**config.mk**
```make
export PLATFORM = sky130hd
export DESIGN_NAME = acc_cpu_alu
export DESIGN_NICKNAME = d
export VERILOG_FILES = /design/src/hw/rtl/acc_cpu_pkg.sv /design/src/hw/rtl/acc_cpu_alu.sv
export SDC_FILE = /design/constraint.sdc
export NUM_CORES = 1
export LEC_CHECK = 0
export BUFFER_PORTS_ARGS = -buffer_cell sky130_fd_sc_hd__buf_2
export CAP_MARGIN = 40
export CORE_MARGIN = 1
export CORE_UTILIZATION = 28
export DETAILED_ROUTE_END_ITERATION = 16
export MAX_ROUTING_LAYER = met4
export PLACE_DENSITY = 0.5
export REMOVE_ABC_BUFFERS = 1
export SYNTH_ARGS = -nofsm -noshare
export SYNTH_HDL_FRONTEND = slang
export SYNTH_SLANG_ARGS = --single-unit
```
**constraint.sdc**
```tcl
create_clock -name vclk -period 10.9
set_clock_uncertainty 0.1 [all_clocks]
set_input_delay 1.09 -clock vclk [all_inputs]
set_output_delay 1.09 -clock vclk [all_outputs]
set_load 0.03 [all_outputs]
```
**src/hw/rtl/acc_cpu_pkg.sv**
```systemverilog
// Package for the accumulator CPU core: payload structs, opcodes, constants.
// No dependencies.
package acc_cpu_pkg;

  typedef struct packed {
    logic        action;
    logic [16:0] load_address;
    logic [7:0]  load_data;
    logic [15:0] port_read_data;
  } acc_in_t;

  typedef struct packed {
    logic [31:0] accumulator;
    logic [1:0]  flags;
    logic [31:0] next_pc;
    logic        halted;
    logic [2:0]  port_request;
    logic [15:0] port_address;
    logic [15:0] port_write_data;
  } acc_out_t;

  localparam logic [4:0] OP_BRK  = 5'd0;
  localparam logic [4:0] OP_LD   = 5'd1;
  localparam logic [4:0] OP_ST   = 5'd2;
  localparam logic [4:0] OP_INB  = 5'd3;
  localparam logic [4:0] OP_OUTB = 5'd4;
  localparam logic [4:0] OP_INW  = 5'd5;
  localparam logic [4:0] OP_OUTW = 5'd6;
  localparam logic [4:0] OP_JMP  = 5'd7;
  localparam logic [4:0] OP_CALL = 5'd8;
  localparam logic [4:0] OP_RET  = 5'd9;
  localparam logic [4:0] OP_ADD  = 5'd10;
  localparam logic [4:0] OP_ADC  = 5'd11;
  localparam logic [4:0] OP_SUB  = 5'd12;
  localparam logic [4:0] OP_SBC  = 5'd13;
  localparam logic [4:0] OP_NOT  = 5'd14;
  localparam logic [4:0] OP_OR   = 5'd15;
  localparam logic [4:0] OP_AND  = 5'd16;
  localparam logic [4:0] OP_XOR  = 5'd17;
  localparam logic [4:0] OP_JF   = 5'd18;
  localparam logic [4:0] OP_POP  = 5'd19;
  localparam logic [4:0] OP_PUSH = 5'd20;

  localparam logic [2:0] PREQ_NONE = 3'd0;
  localparam logic [2:0] PREQ_RDB  = 3'd1;
  localparam logic [2:0] PREQ_RDW  = 3'd2;
  localparam logic [2:0] PREQ_WRB  = 3'd3;
  localparam logic [2:0] PREQ_WRW  = 3'd4;

  localparam logic [16:0] START_RESET = 17'h10000;

  // stack depth in bytes; indices wrap at this power of two
  localparam int STACK_BYTES = 256;
  localparam int SB          = $clog2(STACK_BYTES);

endpackage

```
**src/hw/rtl/acc_cpu_alu.sv**
```systemverilog
// Shared ALU of the accumulator CPU: add/subtract with carry rules and logic ops.
// Depends on acc_cpu_pkg.
module acc_cpu_alu import acc_cpu_pkg::*; (
  input  logic [4:0]  opc_i,
  input  logic        word_i,
  input  logic [31:0] acc_i,
  input  logic [31:0] op_i,
  input  logic [1:0]  flags_i,
  output logic [31:0] acc_o,
  output logic [1:0]  flags_o
);
  logic [31:0] a, r, total;
  logic        cin, sub, carry;

  always_comb begin
    a     = word_i ? acc_i : {24'd0, acc_i[7:0]};
    cin   = (opc_i == OP_ADC || opc_i == OP_SBC) ? flags_i[1] : 1'b0;
    sub   = (opc_i == OP_SUB || opc_i == OP_SBC);
    total = op_i + {31'd0, cin};
    r     = sub ? (a - total) : (a + total);
    if (sub) carry = (a <= r) && (total != 32'd0);
    else if (word_i) carry = (a >= r) && (total != 32'd0);
    else carry = (r > 32'hFF);
    acc_o   = acc_i;
    flags_o = flags_i;
    case (opc_i)
      OP_ADD, OP_ADC, OP_SUB, OP_SBC: begin
        acc_o   = (carry && !word_i) ? {24'd0, r[7:0]} : r;
        flags_o = carry ? 2'b11 : 2'b00;
      end
      OP_NOT, OP_OR, OP_AND, OP_XOR: begin
        case (opc_i)
          OP_NOT:  r = ~acc_i;
          OP_OR:   r = acc_i | op_i;
          OP_AND:  r = acc_i & op_i;
          default: r = acc_i ^ op_i;
        endcase
        if (!word_i) r = {24'd0, r[7:0]};
        acc_o      = r;
        flags_o[0] = (r != 32'd0);
      end
      default: ;
    endcase
  end
endmodule

```
==> results_dict.tcl, run 1 <==
set metrics [dict create \
    status "finished clean" \
    worstSetupStartpointType "input pin" \
    drive_gt1_frac 0.167 \
    fillers 2767 \
    cp_data_arrival_time_ns 9.23 \
    setup_slack_ns 0.484 \
    synth_cells 1025 \
    path_class "input pin to primary output" \
    postLayoutCoreUtil 0.322 \
    final_max_slew_viol_count 0 \
    mostFrequentLayoutCells "126 x ha_1, 106 x buf_2, 91 x nand2_1, 86 x a21oi_1, 82 x inv_1" \
    required_ns 9.71 \
    tns_ns 0 \
    cpPeakStageDelay_ns 0.43 \
    cts_hold_buf 0 \
    period_share 0.956 \
    port_buffers 106 \
    drt_first_iter_violations 623 \
    die_y_um 162 \
    route.vias.total 7868 \
    cap_violations 0 \
    layout.cells.non_filler 1423 \
    rsz0062_at_grt "no" \
    cpLargestDelayFamily "compound AO/OA/AOI/OAI gates" \
    mostFrequentLayoutCell "ha_1" \
    gp_congestion 0.946 \
    hold_viol 0 \
    dieArea_sq_um 26400 \
    syn_area_sq_um 7200 \
    grt_pass1_wl_um 42400 \
    regArea_sq_um 0 \
    ant_nets 0 \
    place_ws_ns 0.320 \
    end_kind "primary output" \
    wirelength_um 27900 \
    numPlacedInstances 1423 \
    ir_drop_uv 17.9 \
    period_needed_ns 10.42 \
    synth_seq_area_share 0 \
    n_antenna_cell 0 \
    core_area_sq_um 25200 \
    vias_per_cell 5.53 \
    hp-class "input pin to primary output" \
    yosys_warnings 0 \
    tightest_slew_ns 0.701 \
    grt-ovfl-total 0 \
    p_leak_nw 3.70 \
    grt_pass1_vias 7342 \
    dr.pass1.iters 5 \
    track_usage 0.211 \
    syn_avg_cell_area_sq_um 7.03 \
    critPathSlowestCell "a2111oi_1" \
    areaGrowthSynthToFinish_pct 12.5 \
    dp_hpwl_um 23300 \
    fin_nets 1296 \
    wire_per_inst_um 19.6 \
    start_util 0.286 \
    drc 0 \
    max-slew-margin-rel 0.533 \
    path_max_fanout 13 \
    die_w_um 162 \
    crit_buf_inv 5 \
    clkbuf_count 0 \
    fmax_mhz 96.0 \
    grt_max_degree 47 \
    seq_cells 0 \
    antenna_found_initial 0 \
    io-pin-count 106 \
    setup_viol 0 \
    rows 58 \
    power_density_nw_per_um2 59.5 \
    yosysUniqueCellTypes 88 \
    cts_setup_buffers 0 \
]
-- metal layers --
layer	vias to the layer above	global-route usage	wire, um
li1	3918	-	-
met1	3704	0.293	13200
met2	213	0.338	12600
met3	33	0.0135	1480
met4	0	0.0356	606
met5	-	-	0
-- layout make-up --
type / count / area [sq um] / area share
Multi-Input combinational cell: 891 / 6750 / 0.833
Timing Repair Buffer: 120 / 632 / 0.0780
Tap cell: 330 / 413 / 0.0510
Inverter: 82 / 308 / 0.0380
-- stage by stage --
step	hold slack (ns)	total power, mW	area [sq um]
final	2.46	0.482	8100
after global routing	2.50	0.530	8100
after CTS	2.46	0.473	8040
after detailed placement	2.45	0.471	8040
after global placement	2.45	0.471	8030
after floorplan	2.29	0.321	6990
-- cells in the mapped netlist, types with 25 or more instances --
cell type,n,area share
ha_1,128,0.22
nand2_1,91,0.047
a21oi_1,87,0.060
inv_1,82,0.043
nor2_1,77,0.040
xnor2_1,62,0.075
clkbuf_1,42,0.022
a22oi_1,40,0.042
nor3_1,31,0.022
xor2_1,31,0.038
o21ai_0,30,0.021
nand4_1,25,0.022
-- worst min-delay path, cell delays in order --
cell,delay [ns]
buf_2,0.11
nand2_1,0.05
nand2_1,0.05
buf_2,0.17
-- power by group --
part	total (mW)	internal, mW	switching, mW
registers	0	0	0
logic	0.482	0.171	0.311
clock network	0	0	0
total	0.482	0.171	0.311
-- cells by family after synthesis --
logic type | share of synthesized area
AOI/OAI and AO/OA | 0.293
buffers and inverters | 0.0728
xor gates and xnor gates | 0.117
adders and majority gates | 0.228
muxes | 0.0349
and+or+nand+nor | 0.254
-- what timing repair did --
action                     4_1_cts  5_1_grt
setup endpoints to repair        0       26
resized for setup                0       15
hold endpoints to repair         0        0
-- worst paths after layout --
kind,startpoint,end,cells past startpoint
worst max-delay path,opc_i[3],acc_o[11],38
worst min-delay path,flags_i[1],flags_o[1],4
Note: power is estimated with default switching activity, not from simulation.
==> run 2: changes to the inputs <==
- BUFFER_PORTS_ARGS: -buffer_cell sky130_fd_sc_hd__buf_2 -> -buffer_cell sky130_fd_sc_hd__buf_4
==> results_dict.tcl, run 2 (synthesis results as in run 1) <==
set metrics [dict create \
    p_leak_nw 3.80 \
    start_util 0.286 \
    max-slew-margin-rel 0.454 \
    crit_start "opc_i[4]" \
    rows 58 \
    hold_ws_ns 2.42 \
    path_class "input pin to primary output" \
    worstSetupStartpointType "input pin" \
    drc 0 \
    cp_data_arrival_time_ns 9.16 \
    status "finished clean" \
    areaGrowthSynthToFinish_pct 16.4 \
    critPathSlowestCell "o31ai_1" \
    core_area_sq_um 25200 \
    required_ns 9.71 \
    period_needed_ns 10.35 \
    path_max_fanout 13 \
    setup_viol 0 \
    wirelength_um 28200 \
    grt_pass1_wl_um 42600 \
    gp_congestion 0.896 \
    track_usage 0.213 \
    drive_gt1_frac 0.165 \
    hold_viol 0 \
    ant_nets 0 \
    clkbuf_count 0 \
    antenna_found_initial 0 \
    end_kind "primary output" \
    die_w_um 162 \
    fin_nets 1298 \
    stdcell_area_sq_um 8390 \
    fmax_mhz 96.6 \
    drt_first_iter_violations 509 \
    tightest_slew_ns 0.815 \
    final_max_slew_viol_count 0 \
    die_y_um 162 \
    period_share 0.950 \
    mostFrequentLayoutCells "127 x ha_1, 121 x buf_4, 91 x nand2_1, 86 x a21oi_1, 82 x inv_1" \
    wire_per_inst_um 19.8 \
    seq_cells 0 \
    dieArea_sq_um 26400 \
    placed_cell_area_sq_um 8330 \
    setup_slack_ns 0.550 \
    io-pin-count 106 \
    dr.pass1.iters 5 \
    cts_hold_buf 0 \
    grt_pass1_vias 7269 \
    cap_violations 0 \
    vias_per_cell 5.50 \
    postLayoutCoreUtil 0.333 \
    hp-class "input pin to primary output" \
    tns_ns 0 \
    dp_hpwl_um 23800 \
    min_from "flags_i[1]" \
    n_antenna_cell 0 \
    place_ws_ns 0.209 \
    ir_drop_uv 19.6 \
    cpPeakStageDelay_ns 0.41 \
    rsz0062_at_grt "no" \
    route.vias.total 7836 \
    power_density_nw_per_um2 60.0 \
    grt_max_degree 47 \
    mostFrequentLayoutCell "ha_1" \
    grt-ovfl-total 0 \
    regArea_sq_um 0 \
    port_buffers 106 \
]
-- run 2: final timing paths --
path / end / slack [ns] / cells past startpoint
setup / recovery: acc_o[13] / 0.55 / 36
hold / removal: flags_o[1] / 2.42 / 4
-- run 2: power by group --
part | total, mW | internal [mW] | switching, mW | leakage (nW)
Combinational | 0.503 | 0.189 | 0.314 | 3.80
Sequential | 0 | 0 | 0 | 0
Clock | 0 | 0 | 0 | 0
-- run 2: area by class of cell --
class,instances,area [sq um]
inverters,82,308
well taps,330,413
fillers,2699,16800
multi-input cells,891,6730
repair buffers,122,936
-- run 2: routing by layer --
metal  share of wire  vias up  track usage
met4           0.025        0       0.0485
met3           0.040       28      0.00815
li1                -     3924            -
met5               0        -            -
met2            0.44      233        0.329
met1            0.49     3651        0.305
-- run 2: what timing repair did --
action / in CTS / in global routing
gates resized for setup: 0 / 10
endpoints found under the hold margin: 0 / 0
setup buffers: 0 / 2
endpoints found under the setup margin: 0 / 26
-- run 2: through the flow --
stage | power (mW) | instances
after CTS | 0.493 | 1423
after floorplan | 0.321 | 973
after global placement | 0.489 | 1422
after global routing | 0.549 | 1425
after detailed placement | 0.490 | 1423
final | 0.503 | 1425
-- run 2: worst max-delay path, delay by kind of cell --
family | cells | cell delay, ns
buf+inv | 4 | 0.64
fa+ha+maj | 4 | 1.24
simple gates | 15 | 3.03
xor+xnor | 2 | 0.56
compound gates | 11 | 2.58
==> run 3: changes to the inputs <==
- clock period: 10.9 -> 10.4 ns (I/O delays scaled with it)
==> results_dict.tcl, run 3 (synthesis results as in run 1) <==
set metrics [dict create \
    end_kind "primary output" \
    route.vias.total 7905 \
    tightest_slew_ns 0.911 \
    ir_drop_uv 18.7 \
    io-pin-count 106 \
    path_max_fanout 13 \
    mostFrequentLayoutCells "127 x buf_4, 126 x ha_1, 91 x nand2_1, 86 x a21oi_1, 82 x inv_1" \
    fillers 2743 \
    track_usage 0.213 \
    setup_viol 0 \
    grt-ovfl-total 0 \
    mostFrequentLayoutCell "buf_4" \
    postLayoutCoreUtil 0.335 \
    setup_slack_ns 0.457 \
    layout.cells.non_filler 1430 \
    die_y_um 162 \
    ant_nets 0 \
    port_buffers 106 \
    wire_per_inst_um 19.6 \
    cts_hold_buf 0 \
    vias_per_cell 5.53 \
    drive_gt1_frac 0.175 \
    dr.pass1.iters 5 \
    hp-class "input pin to primary output" \
    cpMostUsedCell "buf_4" \
    gp_congestion 0.956 \
    start_util 0.286 \
    rows 58 \
    cp_data_arrival_time_ns 8.80 \
    period_needed_ns 9.94 \
    regArea_sq_um 0 \
    grt_max_degree 47 \
    stdcell_area_sq_um 8450 \
    power_density_nw_per_um2 62.7 \
    grt_pass1_wl_um 42800 \
    status "finished clean" \
    fmax_mhz 101 \
    numPlacedInstances 1427 \
    max-slew-margin-rel 0.377 \
    place_ws_ns 0.240 \
    drt_first_iter_violations 642 \
    wirelength_um 28100 \
    period_share 0.956 \
    antenna_found_initial 0 \
    clkbuf_count 0 \
    cap_violations 0 \
    fin_nets 1303 \
    seq_cells 0 \
    required_ns 9.26 \
    die_w_um 162 \
    p_leak_nw 3.83 \
    hold_ws_ns 2.35 \
    core_area_sq_um 25200 \
    final_max_slew_viol_count 0 \
    path_class "input pin to primary output" \
    critPathSlowestCell "o31ai_1" \
    n_antenna_cell 0 \
    placed_cell_area_sq_um 8340 \
    areaGrowthSynthToFinish_pct 17.2 \
    dp_hpwl_um 23700 \
    dieArea_sq_um 26400 \
    worstSetupStartpointType "input pin" \
    grt_pass1_vias 7356 \
    cpPeakStageDelay_ns 0.38 \
    drc 0 \
    hold_viol 0 \
]
run 3: cell count changes in the layout (fill, tap and decap cells not counted), sizes merged:
cell,before,now
buf,122,127
run 3: metal layers:
metal,global-route usage,routed length (um)
met1,0.306,13600
met2,0.324,12300
met3,0.00840,1280
met4,0.0575,837
met5,-,0
run 3: path summary, 6_finish.rpt:
check / start / endpoint / slack (ns) / cells past startpoint
max: opc_i[1] / acc_o[11] / 0.46 / 37
min: flags_i[1] / flags_o[1] / 2.35 / 4
run 3: area by class of cell:
cell class                 instances  area [sq um]  share of cell area
inverter                          82           308              0.0364
timing repair buffer             127           953               0.113
multi-input combinational        891          6770               0.802
tap                              330           413              0.0489
run 3: worst max-delay path: cells and delay by family:
kind | cells | cell delay, ns
fa+ha+maj | 3 | 0.88
simple gates | 13 | 2.61
buf+inv | 5 | 0.82
xor+xnor | 4 | 0.86
compound gates | 12 | 2.57
run 3: power breakdown:
group          switching (mW)  internal, mW
Combinational           0.330         0.200
Clock                       0             0
Sequential                  0             0
Total                   0.330         0.200
run 3: through the flow:
stage          power, mW  setup TNS (ns)
2_1_floorplan      0.337               0
3_3_place_gp       0.515               0
3_5_place_dp       0.515               0
4_1_cts            0.518               0
5_1_grt            0.579         -0.0373
6_report           0.530               0
run 3: what timing repair did:
action | 4_1_cts | 5_1_grt
setup buffers | 0 | 3
resized for setup | 0 | 20
endpoints found under the setup margin | 0 | 26
hold endpoints to repair | 0 | 0
